`src/sv/sslc_pkg.sv`:
```
// Shared types, character constants and method keyword tables for the start-line classifier.
package sslc_pkg;

    // Fixed field widths
    localparam int unsigned LEN_W    = 16;
    localparam int unsigned CODE_W   = 10;
    localparam int unsigned METH_W   = 3;
    localparam int unsigned CHAR_W   = 4;
    localparam int unsigned DCNT_W   = 2;
    localparam int unsigned DIGIT_W  = 4;
    localparam int unsigned NUM_DIGITS = 3;
    localparam int unsigned NUM_METHODS = 6;

    // Method codes
    localparam logic [METH_W-1:0] METH_REGISTER = 3'd0;
    localparam logic [METH_W-1:0] METH_INVITE   = 3'd1;
    localparam logic [METH_W-1:0] METH_ACK      = 3'd2;
    localparam logic [METH_W-1:0] METH_CANCEL   = 3'd3;
    localparam logic [METH_W-1:0] METH_BYE      = 3'd4;
    localparam logic [METH_W-1:0] METH_OPTIONS  = 3'd5;
    localparam logic [METH_W-1:0] METH_NONE     = 3'd6;

    // Characters of interest
    localparam logic [7:0] CH_LF   = 8'h0A;
    localparam logic [7:0] CH_SP   = 8'h20;
    localparam logic [7:0] CH_ZERO = 8'h30;
    localparam logic [7:0] CH_NINE = 8'h39;
    localparam logic [DIGIT_W-1:0] DIGIT_TWO = 4'd2;
    localparam logic [DCNT_W-1:0]  DCNT_FULL = 2'd3;

    // One classified start line, line_valid in bit 0
    typedef struct packed {
        logic [LEN_W-1:0]  start_line_length;
        logic              is_success;
        logic [CODE_W-1:0] response_code;
        logic [METH_W-1:0] method_code;
        logic              is_request;
        logic              line_valid;
    } t_result;

    // Keyword length of a method
    function automatic logic [CHAR_W-1:0] method_len(input logic [METH_W-1:0] m);
        logic [CHAR_W-1:0] len;
        unique case (m)
            METH_REGISTER: len = 4'd8;
            METH_INVITE:   len = 4'd6;
            METH_ACK:      len = 4'd3;
            METH_CANCEL:   len = 4'd6;
            METH_BYE:      len = 4'd3;
            METH_OPTIONS:  len = 4'd7;
            default:       len = 4'd0;
        endcase
        return len;
    endfunction

    // Letter at position pos of a method keyword, zero past its end
    function automatic logic [7:0] method_char(input logic [METH_W-1:0] m,
                                               input logic [2:0] pos);
        logic [63:0] text;
        unique case (m)
            METH_REGISTER: text = "RETSIGER";
            METH_INVITE:   text = {16'h0, "ETIVNI"};
            METH_ACK:      text = {40'h0, "KCA"};
            METH_CANCEL:   text = {16'h0, "LECNAC"};
            METH_BYE:      text = {40'h0, "EYB"};
            METH_OPTIONS:  text = {8'h0, "SNOITPO"};
            default:       text = 64'h0;
        endcase
        return text[pos*8 +: 8];
    endfunction

endpackage

```
`src/sv/sip_start_line_classifier_top.sv`:
```
// Top level of the SIP start-line classifier: byte stream in, one result beat per message out.
//
// Usage:
//   Slave stream carries one message byte per beat in s_tdata; s_tlast marks
//   the final byte of the message. Every byte beat is consumed; only the
//   tlast beat produces a result.
//   Master stream carries one 32-bit result beat per message: validity, kind,
//   method, response code, success flag and start-line length.
//   Throughput is one byte per cycle while s_tready is high. The per-byte match
//   and digit logic sits between the parse state registers and the output
//   stage, so a result is registered there as its tlast beat is accepted.
//   A two-entry output stage (result register plus skid) parts the channels:
//   s_tready drops only when both entries are full, i.e. the receiver has
//   stalled on two pending results; byte beats between results keep flowing
//   while one result waits.
//   Reset (synchronous, active low) clears the parse state and empties the
//   output stage; the block is ready in the first cycle after reset.
module sip_start_line_classifier_top #(
    parameter int unsigned MAX_MESSAGE_BYTES = 65535
) (
    input  logic        i_clk,
    input  logic        i_rst_n,
    input  logic        s_tvalid,
    output logic        s_tready,
    input  logic [7:0]  s_tdata,   // [7:0] data_byte
    input  logic        s_tlast,   // last_byte
    output logic        m_tvalid,
    input  logic        m_tready,
    // [0] line_valid, [1] is_request, [4:2] method_code, [14:5] response_code,
    // [15] is_success, [31:16] start_line_length
    output logic [31:0] m_tdata
);

    logic              beat_valid;
    logic              res_valid;
    logic              res_ready;
    sslc_pkg::t_result res_data;
    sslc_pkg::t_result out_data;

    assign beat_valid = s_tvalid && s_tready;
    assign s_tready   = res_ready;

    // Parse bytes into a result on the last beat
    sslc_parser #(
        .MAX_MESSAGE_BYTES(MAX_MESSAGE_BYTES)
    ) u_parser (
        .i_clk       (i_clk),
        .i_rst_n     (i_rst_n),
        .i_beat_valid(beat_valid),
        .i_data_byte (s_tdata),
        .i_last_byte (s_tlast),
        .o_res_valid (res_valid),
        .o_result    (res_data)
    );

    // Register results toward the receiver
    sslc_out_skid u_out_skid (
        .i_clk  (i_clk),
        .i_rst_n(i_rst_n),
        .i_valid(res_valid),
        .i_data (res_data),
        .o_ready(res_ready),
        .o_valid(m_tvalid),
        .o_data (out_data),
        .i_ready(m_tready)
    );

    assign m_tdata = out_data;

`ifndef SYNTH
    // An empty output register implies the skid entry is empty too
    a_skid_empty: assert property (@(posedge i_clk) disable iff (!i_rst_n)
        !m_tvalid |-> s_tready)
        else $error("skid entry held while output register empty");

    // An invalid line reports no method, code or length
    a_invalid_clean: assert property (@(posedge i_clk) disable iff (!i_rst_n)
        (m_tvalid && !out_data.line_valid) |->
            (out_data.method_code == sslc_pkg::METH_NONE && out_data.response_code == '0
             && out_data.start_line_length == '0 && !out_data.is_request))
        else $error("invalid result carries payload");

    // A request carries a real method and no response data
    a_request_fields: assert property (@(posedge i_clk) disable iff (!i_rst_n)
        (m_tvalid && out_data.is_request) |->
            (out_data.method_code != sslc_pkg::METH_NONE && out_data.response_code == '0
             && !out_data.is_success))
        else $error("request result has response fields");

    // Success only for a valid response with a 2xx code
    a_success_code: assert property (@(posedge i_clk) disable iff (!i_rst_n)
        (m_tvalid && out_data.is_success) |->
            (out_data.line_valid && !out_data.is_request
             && out_data.response_code >= 10'd200 && out_data.response_code <= 10'd299))
        else $error("success flag without a 2xx response");
`endif

endmodule

```
`src/sv/sslc_parser.sv`:
```
// Per-byte start-line parser: match state, digit capture, length count and result build.
module sslc_parser #(
    parameter int unsigned MAX_MESSAGE_BYTES = 65535
) (
    input  logic                 i_clk,
    input  logic                 i_rst_n,
    input  logic                 i_beat_valid,
    input  logic [7:0]           i_data_byte,
    input  logic                 i_last_byte,
    output logic                 o_res_valid,
    output sslc_pkg::t_result    o_result
);

    localparam logic [2:0] PH_METHOD     = 3'd0;
    localparam logic [2:0] PH_REQ_SKIP   = 3'd1;
    localparam logic [2:0] PH_SEEK_SPACE = 3'd2;
    localparam logic [2:0] PH_DIGITS     = 3'd3;
    localparam logic [2:0] PH_RESP_SKIP  = 3'd4;
    localparam logic [2:0] PH_DONE       = 3'd5;
    localparam logic [2:0] PH_FAIL       = 3'd6;

    localparam logic [1:0] FLAG_VALID   = 2'b01;
    localparam logic [1:0] FLAG_REQUEST = 2'b10;

    localparam logic [sslc_pkg::LEN_W-1:0] LEN_MAX = sslc_pkg::LEN_W'(MAX_MESSAGE_BYTES);

    logic [2:0]                        r_phase, n_phase;
    logic [sslc_pkg::METH_W-1:0]       r_method, n_method;
    logic [sslc_pkg::CHAR_W-1:0]       r_char, n_char;
    logic [sslc_pkg::DCNT_W-1:0]       r_dcnt, n_dcnt;
    logic [sslc_pkg::DIGIT_W-1:0]      r_dig [sslc_pkg::NUM_DIGITS];
    logic [sslc_pkg::DIGIT_W-1:0]      n_dig [sslc_pkg::NUM_DIGITS];
    logic [sslc_pkg::LEN_W-1:0]        r_len, n_len;
    logic [1:0]                        r_flags, n_flags;

    logic       count_en;
    logic       found;
    logic [1:0] fin_flags;
    logic       fin_valid;
    logic       fin_req;
    logic       is_digit;

    assign is_digit = (i_data_byte >= sslc_pkg::CH_ZERO) && (i_data_byte <= sslc_pkg::CH_NINE);

    // Advance the parse state by one byte
    always_comb begin
        n_phase  = r_phase;
        n_method = r_method;
        n_char   = r_char;
        n_dcnt   = r_dcnt;
        n_dig    = r_dig;
        n_flags  = r_flags;
        count_en = 1'b0;
        found    = 1'b0;
        unique case (r_phase)
            PH_METHOD: begin
                count_en = 1'b1;
                if (i_data_byte == sslc_pkg::CH_LF) begin
                    n_phase = PH_DONE;
                    n_flags = FLAG_VALID | FLAG_REQUEST;
                end else if (r_char >= sslc_pkg::method_len(r_method)) begin
                    n_phase = PH_REQ_SKIP;
                end else if (i_data_byte == sslc_pkg::method_char(r_method, r_char[2:0])) begin
                    n_char = r_char + 1'b1;
                end else begin
                    // Restart on the first later method whose first letter matches
                    for (int k = 0; k < sslc_pkg::NUM_METHODS; k++) begin
                        if (!found && (k > int'(r_method)) &&
                            (i_data_byte == sslc_pkg::method_char(
                                sslc_pkg::METH_W'(k), 3'd0))) begin
                            found    = 1'b1;
                            n_method = sslc_pkg::METH_W'(k);
                        end
                    end
                    if (found) begin
                        n_char = 4'd1;
                    end else begin
                        n_method = sslc_pkg::METH_NONE;
                        n_char   = 4'd0;
                        n_phase  = (i_data_byte == sslc_pkg::CH_SP) ? PH_DIGITS
                                                                     : PH_SEEK_SPACE;
                    end
                end
            end
            PH_REQ_SKIP: begin
                count_en = 1'b1;
                if (i_data_byte == sslc_pkg::CH_LF) begin
                    n_phase = PH_DONE;
                    n_flags = FLAG_VALID | FLAG_REQUEST;
                end
            end
            PH_SEEK_SPACE: begin
                count_en = 1'b1;
                if (i_data_byte == sslc_pkg::CH_SP) begin
                    n_phase = PH_DIGITS;
                end
            end
            PH_DIGITS: begin
                if (i_data_byte == sslc_pkg::CH_SP) begin
                    count_en = 1'b1;
                    n_phase  = PH_RESP_SKIP;
                end else if ((r_dcnt == sslc_pkg::DCNT_FULL) || !is_digit) begin
                    n_phase = PH_FAIL;
                end else begin
                    count_en = 1'b1;
                    n_dcnt   = r_dcnt + 1'b1;
                    case (r_dcnt)
                        2'd0:    n_dig[0] = i_data_byte[3:0];
                        2'd1:    n_dig[1] = i_data_byte[3:0];
                        default: n_dig[2] = i_data_byte[3:0];
                    endcase
                end
            end
            PH_RESP_SKIP: begin
                count_en = 1'b1;
                if (i_data_byte == sslc_pkg::CH_LF) begin
                    n_phase = PH_DONE;
                    n_flags = FLAG_VALID;
                end
            end
            default: begin
            end
        endcase
        n_len = (count_en && (r_len < LEN_MAX)) ? r_len + 1'b1 : r_len;
    end

    // Build the result from the state after this byte
    always_comb begin
        unique case (n_phase)
            PH_METHOD, PH_REQ_SKIP: fin_flags = FLAG_VALID | FLAG_REQUEST;
            PH_RESP_SKIP:           fin_flags = FLAG_VALID;
            PH_DONE:                fin_flags = n_flags;
            default:                fin_flags = 2'b00;
        endcase
        fin_valid = fin_flags[0];
        fin_req   = fin_valid && fin_flags[1];
        o_result.line_valid  = fin_valid;
        o_result.is_request  = fin_req;
        o_result.method_code = fin_req ? n_method : sslc_pkg::METH_NONE;
        o_result.response_code = (fin_valid && !fin_req)
            ? (sslc_pkg::CODE_W'(n_dig[0]) * 10'd100 + sslc_pkg::CODE_W'(n_dig[1]) * 10'd10
               + sslc_pkg::CODE_W'(n_dig[2]))
            : '0;
        o_result.is_success = fin_valid && !fin_req && (n_dcnt != 2'd0)
                              && (n_dig[0] == sslc_pkg::DIGIT_TWO);
        o_result.start_line_length = fin_valid ? n_len : '0;
    end

    assign o_res_valid = i_beat_valid && i_last_byte;

    // Hold state; clear it after the last beat of a message
    always_ff @(posedge i_clk) begin
        if (!i_rst_n || (i_beat_valid && i_last_byte)) begin
            r_phase  <= PH_METHOD;
            r_method <= sslc_pkg::METH_REGISTER;
            r_char   <= '0;
            r_dcnt   <= '0;
            r_dig    <= '{default: '0};
            r_len    <= '0;
            r_flags  <= '0;
        end else if (i_beat_valid) begin
            r_phase  <= n_phase;
            r_method <= n_method;
            r_char   <= n_char;
            r_dcnt   <= n_dcnt;
            r_dig    <= n_dig;
            r_len    <= n_len;
            r_flags  <= n_flags;
        end
    end

endmodule

```
`src/sv/sslc_out_skid.sv`:
```
// Result register with one skid entry between the parser and the output stream.
module sslc_out_skid (
    input  logic                 i_clk,
    input  logic                 i_rst_n,
    input  logic                 i_valid,
    input  sslc_pkg::t_result    i_data,
    output logic                 o_ready,
    output logic                 o_valid,
    output sslc_pkg::t_result    o_data,
    input  logic                 i_ready
);

    logic              r_out_valid;
    logic              r_skid_valid;
    sslc_pkg::t_result r_out_data;
    sslc_pkg::t_result r_skid_data;
    logic              push;
    logic              pop;

    assign o_ready = !r_skid_valid;
    assign push    = i_valid && !r_skid_valid;
    assign pop     = r_out_valid && i_ready;

    // Control: refill from skid first, else take the new beat
    always_ff @(posedge i_clk) begin
        if (!i_rst_n) begin
            r_out_valid  <= 1'b0;
            r_skid_valid <= 1'b0;
        end else if (r_skid_valid) begin
            if (pop) begin
                r_skid_valid <= 1'b0;
            end
        end else if (push) begin
            if (r_out_valid && !pop) begin
                r_skid_valid <= 1'b1;
            end else begin
                r_out_valid <= 1'b1;
            end
        end else if (pop) begin
            r_out_valid <= 1'b0;
        end
    end

    // Payload: no reset needed
    always_ff @(posedge i_clk) begin
        if (r_skid_valid) begin
            if (pop) begin
                r_out_data <= r_skid_data;
            end
        end else if (push) begin
            if (r_out_valid && !pop) begin
                r_skid_data <= i_data;
            end else begin
                r_out_data <= i_data;
            end
        end
    end

    assign o_valid = r_out_valid;
    assign o_data  = r_out_data;

endmodule
```
`config.mk`:
```
export PLATFORM = sky130hd
export DESIGN_NAME = sip_start_line_classifier_top
export DESIGN_NICKNAME = d
export VERILOG_FILES = /design/src/sv/sslc_pkg.sv /design/src/sv/sip_start_line_classifier_top.sv /design/src/sv/sslc_parser.sv /design/src/sv/sslc_out_skid.sv
export SDC_FILE = /design/constraint.sdc
export NUM_CORES = 1
export LEC_CHECK = 0
export ABC_CLOCK_PERIOD_IN_PS = 7900
export BUFFER_PORTS_ARGS = -buffer_cell sky130_fd_sc_hd__buf_2
export CAP_MARGIN = 20
export CORE_MARGIN = 8
export CORE_UTILIZATION = 40
export DETAILED_ROUTE_END_ITERATION = 6
export PLACE_DENSITY_LB_ADDON = 0.1
export SYNTH_ARGS = -nofsm -noshare
export SYNTH_HDL_FRONTEND = slang
export SYNTH_SLANG_ARGS = --single-unit
```
`constraint.sdc`:
```
create_clock -name i_clk -period 7.9 [get_ports i_clk]
set_clock_uncertainty 0.1 [all_clocks]
set_input_delay 0 -clock i_clk [delete_from_list [all_inputs] [get_ports i_clk]]
set_output_delay 0 -clock i_clk [all_outputs]
set_load 0.01 [all_outputs]
```
# Yosys cells after proc, flatten, opt, wreduce, memory -nomap -nowiden
# Index checks and enable logic that the tools add are counted.
[totals]
reg_bits = 108
input_bits = 13
output_inout_bits = 34
wordCells = 223
[op_classes]
addsub = 5
n_mul = 2
n_lt_le_gt_ge = 9
n_eq_ne = 26
shifts = 1
n_mux = 105
n_bitwise = 3
n_reduce_logical = 49
[ops]
columns = ["op", "count"]
rows = [
  ["$pmux W63 S6", 1],
  ["$mux W64", 3],
  ["$mux W8", 20],
  ["$mux W32", 4],
  ["$shiftx A64 B7 Y8", 1],
  ["$mux W3", 19],
  ["$eq A8 B8 Y1", 6],
  ["$mux W1", 36],
  ["$mux W12", 3],
  ["$mux W16", 2],
  ["$mux W4", 6],
  ["$logic_and A1 B1 Y1", 20],
  ["$add A16 B1 Y16 const B", 1],
  ["$lt A16 B16 Y1 const B", 1],
  ["$pmux W4 S4", 1],
  ["$eq A3 B3 Y1 const B", 5],
  ["$eq A3 B2 Y1 const B", 4],
  ["$pmux W3 S4", 1],
  ["$reduce_or A2 Y1", 6],
  ["$add A10 B4 Y10", 1],
  ["$add A10 B8 Y10", 1],
  ["$mux W10", 1],
  ["$mux W2", 5],
  ["$eq A3 B1 Y1 const B", 3],
  ["other kinds (29)", 49],
]

# Longest topological paths before layout
# Gate-level depths: netlist of run 1.
[depth]
depth_word = 70
depth_mapped = 21
ltp_nobuf = 21

# By module
# A second synthesis of run 1 with hierarchy kept.
[hier_totals]
cells_unflattened = 687
area_unflattened_um2 = 6857.8
[by_module_without_submodules]
columns = ["mod", "instances", "cells_each", "area_per_inst_um2", "seq_area_each_um2"]
rows = [
  ["sslc_parser", 1, 572, 4290.4, 840.8],
  ["sslc_out_skid", 1, 114, 2561.2, 1961.9],
  ["sip_start_line_classifier_top", 1, 1, 6.3, 0.0],
]

# Worst setup path before layout of run 1
# OpenSTA, ideal clock, no wires.
[synth_timing]
kind = "reg-to-reg"
from = "register u_parser.r_dcnt[0] (netlist bit)"
to = "register u_out_skid.r_out_data, in the netlist u_out_skid.o_data[13] (data pin)"
setup_ps = 260
arrival_time_ps = 4107
required_time_ps = 7540
path_slack_ps = 3433
path_stages_with_launch = 22
n_path_buf = 0
synth_period_minus_slack_ps = 4467
cell_sequence = "dfxtp_1 ha_1 nor4bb_1 and4_1 nand2_1 mux2i_1 inv_1 ha_1 ha_1 inv_1 fa_1 inv_1 ha_1 ha_1 inv_1 nor2_1 nor2_1 o21bai_1 a21oi_1 xor2_1 nor2_1 mux2_2"
[synth_lines]
columns = ["item", "line_no", "text"]
rows = [
  ["start: declaration", "sslc_parser.sv:30", "logic [sslc_pkg::DCNT_W-1:0] r_dcnt, n_dcnt;"],
  ["start signal: assignment", "sslc_parser.sv:165", "r_dcnt <= n_dcnt;"],
  ["end signal: assignment", "sslc_out_skid.sv:48", "r_out_data <= r_skid_data;"],
  ["end signal: assignment", "sslc_out_skid.sv:54", "r_out_data <= i_data;"],
  ["end: declaration", "sslc_out_skid.sv:15", "sslc_pkg::t_result r_out_data;"],
]

==> load_flow_metrics.sql, run 1 <==
INSERT INTO impl_metrics (metric_group, metric, value, unit) VALUES
('status', 'outcome', 'complete, no violations', ''),
('worst_hold_path', 'hp-start', 's_tdata[5]', ''),
('drt', 'drt_pre_antenna_iters', '4', ''),
('drt', 'drt-vias-per-instance', '5.25', ''),
('clocking', 'clock_root_buffer', 'sky130_fd_sc_hd__clkbuf_16', ''),
('clocking', 'post_cts_resize_count', '0', ''),
('timing', 'worst_slew_margin_rel', '0.342', ''),
('synth', 'synth_enable_flop_cells', '64', ''),
('synth', 'dominantRegCellSynth', 'sky130_fd_sc_hd__edfxtp_1', ''),
('global_route', 'grt_usage', '0.141', ''),
('placement', 'hpwl_reported_at_the_end_of_detailed_placement', '10000', 'um'),
('final_layout', 'area.growth.synth_to_final', '10.5', '%'),
('final_layout', 'drive_above_1_share', '0.155', ''),
('clocking', 'tritoncts', 'built', ''),
('drt', 'routed_wirelength', '14300', 'um'),
('synth', 'ys_ff_latch', '108', ''),
('synth', 'synth_compound_area_frac', '0.152', ''),
('timing', 'max_slew_violations', '0', ''),
('floorplanning', 'rows', '47', ''),
('synth', 'async_flop_share', '0', ''),
('worst_setup_path', 'cp-end-kind', 'register', ''),
('worst_setup_path', 'worst-endpoint-required', '7.92', 'ns'),
('timing', 'rsz0062_at_grt', 'false', ''),
('power', 'leakage', '2.68', 'nW'),
('placement', 'numPlacedInstances', '920', ''),
('floorplanning', 'dieWidth', '145', 'um'),
('timing', 'fmax', '205', 'MHz'),
('clocking', 'clkSinkCount', '108', ''),
('synth', 'syn_avg_cell_area', '9.58', 'um2'),
('final_layout', 'seq_area', '2800', 'um2'),
('worst_setup_path', 'critPathLaunchType', 'register', ''),
('global_route', 'antenna_violations_before_repair', '0', ''),
('synth', 'yosysWarnings', '0', ''),
('clocking', 'cts_inserted_buffers', '9', ''),
('placement', 'gp_routability_congestion', '0.785', ''),
('drt', 'detail_route.drc_violations', '0', ''),
('global_route', 'global_route_wire_length_before_repair', '23400', 'um'),
('power', 'irDropWorstVdd', '100', 'uV'),
('synth', 'synthesized_cell_area', '6640', 'um2'),
('clocking', 'cts-htree-levels', '3', ''),
('power', 'power.density_cell_area', '177', 'nW/um2'),
('worst_setup_path', 'cp_max_fo', '5', ''),
('synth', 'yosys.area_share.xor_xnor', '0.0515', ''),
('final_layout', 'finish.net_count', '768', ''),
('global_route', 'pin_count_of_the_biggest_net_entering_global_routing', '56', ''),
('timing', 'report.final.setup_viol', '0', ''),
('synth', 'post_synth_and_or_nand_nor_area_fraction', '0.197', ''),
('floorplanning', 'floorplan.die_area', '21000', 'um2'),
('worst_setup_path', 'setup.worst_path.start', 'u_parser.r_dcnt[0]$_SDFFE_PP0P_', ''),
('worst_setup_path', 'critPathKind', 'register to register', ''),
('worst_hold_path', 'worstHoldPathType', 'primary input to register', ''),
('worst_setup_path', 'cp_data_arrival_time', '4.89', 'ns'),
('placement', 'numPortBuffers', '46', ''),
('global_route', 'grt.overflow.total', '0', ''),
('synth', 'dominant_combinational_cell_family_by_area_after_synthesis', 'simple AND/OR/NAND/NOR gates', ''),
('floorplanning', 'chipHeight', '145', 'um'),
('worst_setup_path', 'critical_path.reg2reg.startpoint', 'u_parser.r_dcnt[0]$_SDFFE_PP0P_', ''),
('drt', 'iteration_0_drc_count_of_the_detailed_router', '247', ''),
('drt', 'post_drt_wl_per_cell', '15.2', 'um'),
('clocking', 'clkLatencyLatePin', '0.35', 'ns'),
('timing', 'finalHoldViolations', '0', ''),
('synth', 'syn_nets', '745', ''),
('placement', 'placed_cell_area', '6970', 'um2'),
('final_layout', 'final.fill_count', '1576', ''),
('final_layout', 'final_area', '7330', 'um2'),
('synth', 'synthAdderAreaFrac', '0.0792', ''),
('floorplanning', 'initial_utilization', '0.405', ''),
('clocking', 'clkSlewWorstSetupHoldPaths', '0.08', 'ns'),
('timing', 'post-route-min-period', '4.88', 'ns'),
('floorplanning', 'standard_cell_core_area', '16400', 'um2'),
('final_layout', 'antenna_diode_count', '0', '');
registers in the layout, indices dropped and copies added (netlist names):
name and cells:
u_out_skid.o_data 32, u_out_skid.r_skid_data 32, u_parser.r_len 16, u_parser.r_dig 12
u_parser.r_char 4, u_parser.r_method 3, u_parser.r_phase 3, u_parser.r_dcnt 2
u_parser.r_flags 2, u_out_skid.o_valid 1, u_out_skid.r_skid_valid 1
critical path, cell delays in order (launching register included):
cell                       delay, ns
sky130_fd_sc_hd__dfxtp_1        0.36
sky130_fd_sc_hd__ha_1           0.22
sky130_fd_sc_hd__nor4bb_1       0.32
sky130_fd_sc_hd__and4_1         0.29
sky130_fd_sc_hd__nand2_1        0.17
sky130_fd_sc_hd__mux2i_1        0.40
sky130_fd_sc_hd__inv_1          0.10
sky130_fd_sc_hd__ha_1           0.30
sky130_fd_sc_hd__ha_1           0.16
sky130_fd_sc_hd__inv_1          0.06
sky130_fd_sc_hd__fa_1           0.49
sky130_fd_sc_hd__inv_1          0.04
sky130_fd_sc_hd__ha_1           0.28
sky130_fd_sc_hd__ha_1           0.29
sky130_fd_sc_hd__inv_1          0.10
sky130_fd_sc_hd__nor2_1         0.06
sky130_fd_sc_hd__nor2_1         0.15
sky130_fd_sc_hd__o21bai_1       0.09
sky130_fd_sc_hd__a21oi_1        0.18
sky130_fd_sc_hd__xor2_1         0.15
sky130_fd_sc_hd__nor2_1         0.07
sky130_fd_sc_hd__mux2_2         0.26
cell usage in the layout, fill, tap and decap left out, types with 18 or more instances in the layout:
master / Yosys / layout
sky130_fd_sc_hd__xnor2_1: 26 / 26
sky130_fd_sc_hd__a21oi_1: 32 / 32
sky130_fd_sc_hd__nor3_1: 21 / 21
sky130_fd_sc_hd__edfxtp_1: 64 / 64
sky130_fd_sc_hd__inv_1: 31 / 31
sky130_fd_sc_hd__o21ai_0: 18 / 18
sky130_fd_sc_hd__nand2_1: 69 / 68
sky130_fd_sc_hd__nor2_1: 89 / 89
sky130_fd_sc_hd__ha_1: 34 / 34
sky130_fd_sc_hd__buf_2: 15 / 46
sky130_fd_sc_hd__dfxtp_1: 44 / 43
logic make-up (layout without fill, tap and decap cells):
kind of cell,count (synthesis),after routing
AND/OR/NAND/NOR,265,265
XOR/XNOR,39,39
AO/OA/AOI/OAI,136,136
buffers and inverters,78,106
multiplexers,28,28
flip-flops,108,108
adder cells (fa/ha/maj),39,39
cells in the mapped netlist (3+ instances only):
cell	count	area share
sky130_fd_sc_hd__nor2_1	89	0.050
sky130_fd_sc_hd__nand2_1	69	0.039
sky130_fd_sc_hd__edfxtp_1	64	0.29
sky130_fd_sc_hd__dfxtp_1	44	0.13
sky130_fd_sc_hd__ha_1	34	0.064
sky130_fd_sc_hd__a21oi_1	32	0.024
sky130_fd_sc_hd__inv_1	31	0.018
sky130_fd_sc_hd__xnor2_1	26	0.034
sky130_fd_sc_hd__clkbuf_1	23	0.013
sky130_fd_sc_hd__nor3_1	21	0.016
sky130_fd_sc_hd__o21ai_0	18	0.014
sky130_fd_sc_hd__mux2i_1	16	0.024
sky130_fd_sc_hd__buf_2	15	0.011
sky130_fd_sc_hd__or3_1	15	0.014
sky130_fd_sc_hd__nand3_1	13	0.0098
sky130_fd_sc_hd__xor2_1	13	0.017
sky130_fd_sc_hd__mux2_2	12	0.020
sky130_fd_sc_hd__a211oi_1	11	0.012
sky130_fd_sc_hd__o31ai_2	11	0.021
sky130_fd_sc_hd__a31oi_1	10	0.0094
sky130_fd_sc_hd__o31ai_1	10	0.011
sky130_fd_sc_hd__nand2b_1	9	0.0085
sky130_fd_sc_hd__a21o_1	6	0.0068
sky130_fd_sc_hd__nor3b_1	6	0.0068
sky130_fd_sc_hd__fa_1	5	0.015
sky130_fd_sc_hd__nand4_1	5	0.0047
sky130_fd_sc_hd__nor2b_1	5	0.0047
sky130_fd_sc_hd__buf_6	4	0.0068
sky130_fd_sc_hd__nor4b_1	4	0.0053
sky130_fd_sc_hd__or4_1	4	0.0045
sky130_fd_sc_hd__and2_1	3	0.0028
sky130_fd_sc_hd__nand3b_1	3	0.0034
sky130_fd_sc_hd__nor4_1	3	0.0028
sky130_fd_sc_hd__o21bai_1	3	0.0034
sky130_fd_sc_hd__o221ai_1	3	0.0040
report_power, final:
part / internal, mW / switching [mW]
Combinational: 0.0722 / 0.132
Clock: 0.253 / 0.215
Sequential: 0.614 / 0.0120
metrics by stage:
stage | power (mW) | util | hold slack [ns] | worst slack (ns)
2_1_floorplan | 0.801 | - | 0.0282 | 3.43
3_3_place_gp | 0.841 | 0.425 | 0.174 | 3.20
3_5_place_dp | 0.844 | 0.425 | 0.199 | 3.03
4_1_cts | 1.31 | 0.447 | 0.0449 | 2.99
5_1_grt | 1.36 | 0.447 | 0.123 | 2.61
6_report | 1.30 | 0.447 | 0.0548 | 3.02
worst paths after layout:
path | cells after the start | endpoint | slack, ns
worst min-delay path | 5 | u_parser.r_method[2]$_SDFFE_PP0P_ | 0.05
worst max register to register | 21 | u_out_skid.o_data[13]$_DFFE_PP_ | 3.02
worst min register to register | 2 | u_parser.r_dig[0]$_SDFFE_PP0P_ | 0.38
worst max-delay path | 21 | u_out_skid.o_data[13]$_DFFE_PP_ | 3.02
area by class of cell:
cell class                      count  area share
Timing Repair Buffer               58      0.0454
Sequential cell                   108       0.382
Tap cell                          220      0.0375
Clock inverter                      6      0.0111
Inverter                           32      0.0164
Multi-Input combinational cell    507       0.476
Clock buffer                       10      0.0312
layer usage:
| metal | track usage | part of all wire | vias up | wire [um] |
|---|---|---|---|---|
| li1 | - | - | 2539 | - |
| met1 | 0.203 | 0.50 | 2300 | 7210 |
| met2 | 0.205 | 0.43 | 96 | 6120 |
| met3 | 0.0259 | 0.055 | 8 | 784 |
| met4 | 0.0493 | 0.012 | 0 | 168 |
| met5 | 0 | 0 | - | 0 |
(Power assumes the default switching activity.)
==> inputs of run 2 (changes only) <==
ABC_AREA = 1   (was unset)
ABC_CLOCK_PERIOD_IN_PS = 4300   (was 7900)
clock period = 4.3 ns   (was 7.9 ns; I/O delays follow)
==> run 2 against run 1 <==
- final cell count increased by 19%
- critical path depth increased by 4
- sequential power increased by 92%
- highest routed layer unchanged
- utilization increased by 1.8 points
- sequential share of layout area decreased by 1.4 points
- critical path type unchanged
==> load_flow_metrics.sql, run 2 <==
INSERT INTO impl_metrics (metric_group, metric, value, unit) VALUES
('timing', 'worst_slew_margin_rel', '0.406', ''),
('synth', 'synth_enable_flop_cells', '64', ''),
('global_route', 'grt_usage', '0.158', ''),
('timing', 'rsz0062_at_grt', 'true', ''),
('floorplanning', 'dieWidth', '144', 'um'),
('synth', 'dominantRegCellSynth', 'sky130_fd_sc_hd__edfxtp_1', ''),
('final_layout', 'finish.net_count', '945', ''),
('final_layout', 'mostFrequentLayoutCells', 'sky130_fd_sc_hd__nand2_1, sky130_fd_sc_hd__inv_1, sky130_fd_sc_hd__edfxtp_1, sky130_fd_sc_hd__nand3_1, sky130_fd_sc_hd__nor2_1', ''),
('placement', 'gp_routability_congestion', '0.852', ''),
('worst_setup_path', 'worst_r2r_endpoint', 'u_out_skid.o_data[13]$_DFFE_PP_', ''),
('clocking', 'clkSinkCount', '108', ''),
('drt', 'drt-vias-per-instance', '4.98', ''),
('drt', 'post_drt_wl_per_cell', '14.1', 'um'),
('placement', 'hpwl_reported_at_the_end_of_detailed_placement', '11500', 'um'),
('final_layout', 'multi_input_gate_area_in_the_final_layout', '3270', 'um2'),
('drt', 'iteration_0_drc_count_of_the_detailed_router', '411', ''),
('worst_hold_path', 'hp-start', 's_tdata[7]', ''),
('drt', 'route.vias.total', '5565', ''),
('worst_setup_path', 'critPathKind', 'register to register', ''),
('power', 'leakage', '3.60', 'nW'),
('synth', 'netlist_top_cells_count', 'sky130_fd_sc_hd__nand2_1, sky130_fd_sc_hd__inv_1, sky130_fd_sc_hd__edfxtp_1, sky130_fd_sc_hd__nand3_1, sky130_fd_sc_hd__o21ai_0', ''),
('drt', 'remaining_number_of_nets_flagged_by_the_antenna_check_after_routing', '0', ''),
('floorplanning', 'floorplan.die_area', '20800', 'um2'),
('synth', 'yosysTopAreaCell', 'sky130_fd_sc_hd__edfxtp_1', ''),
('worst_setup_path', 'r2r.worst_path.cells', '25', ''),
('final_layout', 'final.fill_count', '1657', ''),
('synth', 'cell_types_with_the_largest_area_share_after_synthesis', 'sky130_fd_sc_hd__edfxtp_1, sky130_fd_sc_hd__dfxtp_1, sky130_fd_sc_hd__nand2_1, sky130_fd_sc_hd__inv_1, sky130_fd_sc_hd__ha_1', ''),
('synth', 'syn_nets', '885', ''),
('synth', 'syn_avg_cell_area', '7.90', 'um2'),
('timing', 'report.final.setup_viol', '0', ''),
('status', 'outcome', 'complete, no violations', ''),
('synth', 'synth.lib_cells_used.distinct', '44', ''),
('timing', 'setup_tns', '0', 'ns'),
('synth', 'async_flop_share', '0', ''),
('clocking', 'clkSlewWorstSetupHoldPaths', '0.07', 'ns'),
('synth', 'ys_ff_latch', '108', ''),
('synth', 'yosysWarnings', '0', ''),
('floorplanning', 'initial_utilization', '0.402', ''),
('timing', 'final.period_utilization', '0.954', ''),
('final_layout', 'drive_above_1_share', '0.155', ''),
('worst_setup_path', 'critical_path.reg2reg.startpoint', 'u_parser.r_dcnt[1]$_SDFFE_PP0P_', ''),
('final_layout', 'layout.cells.most_common', 'sky130_fd_sc_hd__nand2_1', ''),
('synth', 'netlist_instances', '833', ''),
('synth', 'synthesized_cell_area', '6580', 'um2'),
('power', 'power.density_cell_area', '351', 'nW/um2'),
('drt', 'detail_route.drc_violations', '0', ''),
('run', 'cap_violations', '0', ''),
('timing', 'max_slew_violations', '0', ''),
('global_route', 'via_count_of_the_first_global_routing_pass', '5349', ''),
('global_route', 'antenna_violations_before_repair', '0', ''),
('synth', 'yosysSeqAreaShare', '0.426', ''),
('drt', 'drt_pre_antenna_iters', '5', ''),
('clocking', 'cts_buffer_depth', '2', ''),
('worst_setup_path', 'cp_data_arrival_time', '4.20', 'ns'),
('clocking', 'clock_root_buffer', 'sky130_fd_sc_hd__clkbuf_16', ''),
('drt', 'routed_wirelength', '15700', 'um'),
('worst_setup_path', 'crit_end', 'u_out_skid.o_data[13]$_DFFE_PP_', ''),
('timing', 'post-route-min-period', '4.10', 'ns'),
('clocking', 'cts_inserted_buffers', '9', ''),
('timing', 'finalHoldViolations', '0', ''),
('final_layout', 'area.growth.synth_to_final', '15.7', '%'),
('worst_setup_path', 'reg2reg_setup_slack', '0.20', 'ns'),
('floorplanning', 'standard_cell_core_area', '16300', 'um2'),
('final_layout', 'seq_area', '2810', 'um2'),
('synth', 'synth.top_cell.area_share', '0.292', ''),
('global_route', 'grt.overflow.total', '0', ''),
('timing', 'fmax', '244', 'MHz'),
('power', 'p_total', '2.67', 'mW'),
('worst_setup_path', 'cp_max_fo', '5', ''),
('final_layout', 'antenna_diode_count', '0', ''),
('global_route', 'pin_count_of_the_biggest_net_entering_global_routing', '51', ''),
('placement', 'numPortBuffers', '46', ''),
('final_layout', 'finalCoreUtilization', '0.465', ''),
('worst_setup_path', 'critPathLaunchType', 'register', ''),
('timing', 'worst_slew_pin_slew', '0.886', 'ns'),
('clocking', 'clkLatencyLatePin', '0.35', 'ns'),
('floorplanning', 'chipHeight', '144', 'um'),
('power', 'irDropWorstVdd', '194', 'uV'),
('floorplanning', 'rows', '47', ''),
('worst_hold_path', 'worstHoldPathType', 'primary input to register', ''),
('worst_setup_path', 'worst-endpoint-required', '4.40', 'ns'),
('global_route', 'global_route_wire_length_before_repair', '26200', 'um'),
('floorplanning', 'ios', '47', ''),
('worst_setup_path', 'setup.worst_path.start', 'u_parser.r_dcnt[1]$_SDFFE_PP0P_', ''),
('worst_setup_path', 'cp-end-kind', 'register', ''),
('clocking', 'tritoncts', 'built', ''),
('synth', 'cell_with_the_most_instances_after_synthesis', 'sky130_fd_sc_hd__nand2_1', ''),
('clocking', 'cts-htree-levels', '3', '');
[run 2: cell types whose count changed after synthesis, moves of 11 or more]
cell	delta
sky130_fd_sc_hd__o31ai_2	-11
sky130_fd_sc_hd__nand2_1	+138
sky130_fd_sc_hd__or3_1	-15
sky130_fd_sc_hd__mux2i_1	-16
sky130_fd_sc_hd__nand3_1	+43
sky130_fd_sc_hd__o21ai_0	+35
sky130_fd_sc_hd__nor2_1	-37
sky130_fd_sc_hd__inv_1	+93
sky130_fd_sc_hd__mux2_2	-12
sky130_fd_sc_hd__nand4_1	+16
sky130_fd_sc_hd__xnor2_1	-19
[run 2: cells by family after synthesis]
logic type | after synthesis | synth area share
AOI/OAI and AO/OA | 130 | 0.113
adders and majority gates | 39 | 0.0799
DFF | 108 | 0.426
and+or+nand+nor | 372 | 0.252
buffers and inverters | 159 | 0.0955
xor gates and xnor gates | 25 | 0.0333
[run 2: repair_timing]
action,4_1_cts,5_1_grt
pin swaps,4,24
hold buffers,4,0
endpoints found under the setup margin,4,8
gates resized for setup,3,25
endpoints found under the hold margin,2,0
buffers inserted,2,0
[run 2: final cells by class]
cell class | instances | share of cell area
inverter | 129 | 0.0640
clock inverter | 5 | 0.00559
timing repair buffer | 79 | 0.0641
clock buffer | 11 | 0.0319
tap | 220 | 0.0362
sequential | 108 | 0.369
multi-input combinational | 566 | 0.430
[run 2: worst min path at each step]
stage	endpoint	depth (start not counted)
finish	u_parser.r_char[1]$_SDFFE_PP0P_	6
global route	u_parser.r_char[1]$_SDFFE_PP0P_	6
CTS	u_parser.r_char[1]$_SDFFE_PP0P_	6
detailed placement	u_out_skid.r_skid_valid$_SDFF_PN0_	2
global placement	u_out_skid.r_skid_valid$_SDFF_PN0_	2
floorplan	u_out_skid.r_skid_valid$_SDFF_PN0_	1
[run 2: stage by stage]
stage	instance area, um2	worst slack [ns]	instances	hold WS [ns]
floorplan	6600	0.0182	833	0.0178
global placement	7170	0.0362	1096	0.133
detailed placement	7170	-0.0660	1096	0.147
CTS	7530	0.0193	1118	0.0408
global route	7610	-0.110	1118	0.102
finish	7610	0.200	1118	0.0691
[run 2: worst max-delay path, stage by stage, from the launching register on]
cell                        delay, ns
sky130_fd_sc_hd__dfxtp_2         0.34
sky130_fd_sc_hd__ha_4            0.16
sky130_fd_sc_hd__nor3_4          0.15
sky130_fd_sc_hd__o2111ai_2       0.15
sky130_fd_sc_hd__nor2_2          0.17
sky130_fd_sc_hd__inv_2           0.06
sky130_fd_sc_hd__nor2_4          0.12
sky130_fd_sc_hd__inv_2           0.08
sky130_fd_sc_hd__nand2_2         0.07
sky130_fd_sc_hd__o21ai_2         0.06
sky130_fd_sc_hd__ha_1            0.28
sky130_fd_sc_hd__ha_2            0.18
sky130_fd_sc_hd__inv_2           0.04
sky130_fd_sc_hd__fa_1            0.49
sky130_fd_sc_hd__inv_2           0.05
sky130_fd_sc_hd__ha_4            0.26
sky130_fd_sc_hd__ha_4            0.20
sky130_fd_sc_hd__a21oi_2         0.13
sky130_fd_sc_hd__and2_4          0.15
sky130_fd_sc_hd__nor2_2          0.03
sky130_fd_sc_hd__o21ai_1         0.12
sky130_fd_sc_hd__nand2_1         0.07
sky130_fd_sc_hd__xor2_1          0.15
sky130_fd_sc_hd__inv_1           0.05
sky130_fd_sc_hd__nand4_1         0.12
sky130_fd_sc_hd__o21bai_1        0.18
[run 2: metal layers]
layer	wire length [um]	share of wire	track usage	up-vias
li1	-	-	-	2854
met1	7620	0.48	0.215	2557
met2	7110	0.45	0.253	142
met3	818	0.052	0.0274	12
met4	177	0.011	0.0422	0
met5	0	0	0	-
[run 2: where the power goes]
part	total [mW]	internal, mW	switching [mW]
clock	0.808	0.417	0.391
sequential	1.20	1.16	0.0407
combinational	0.662	0.213	0.450
total	2.67	1.79	0.881
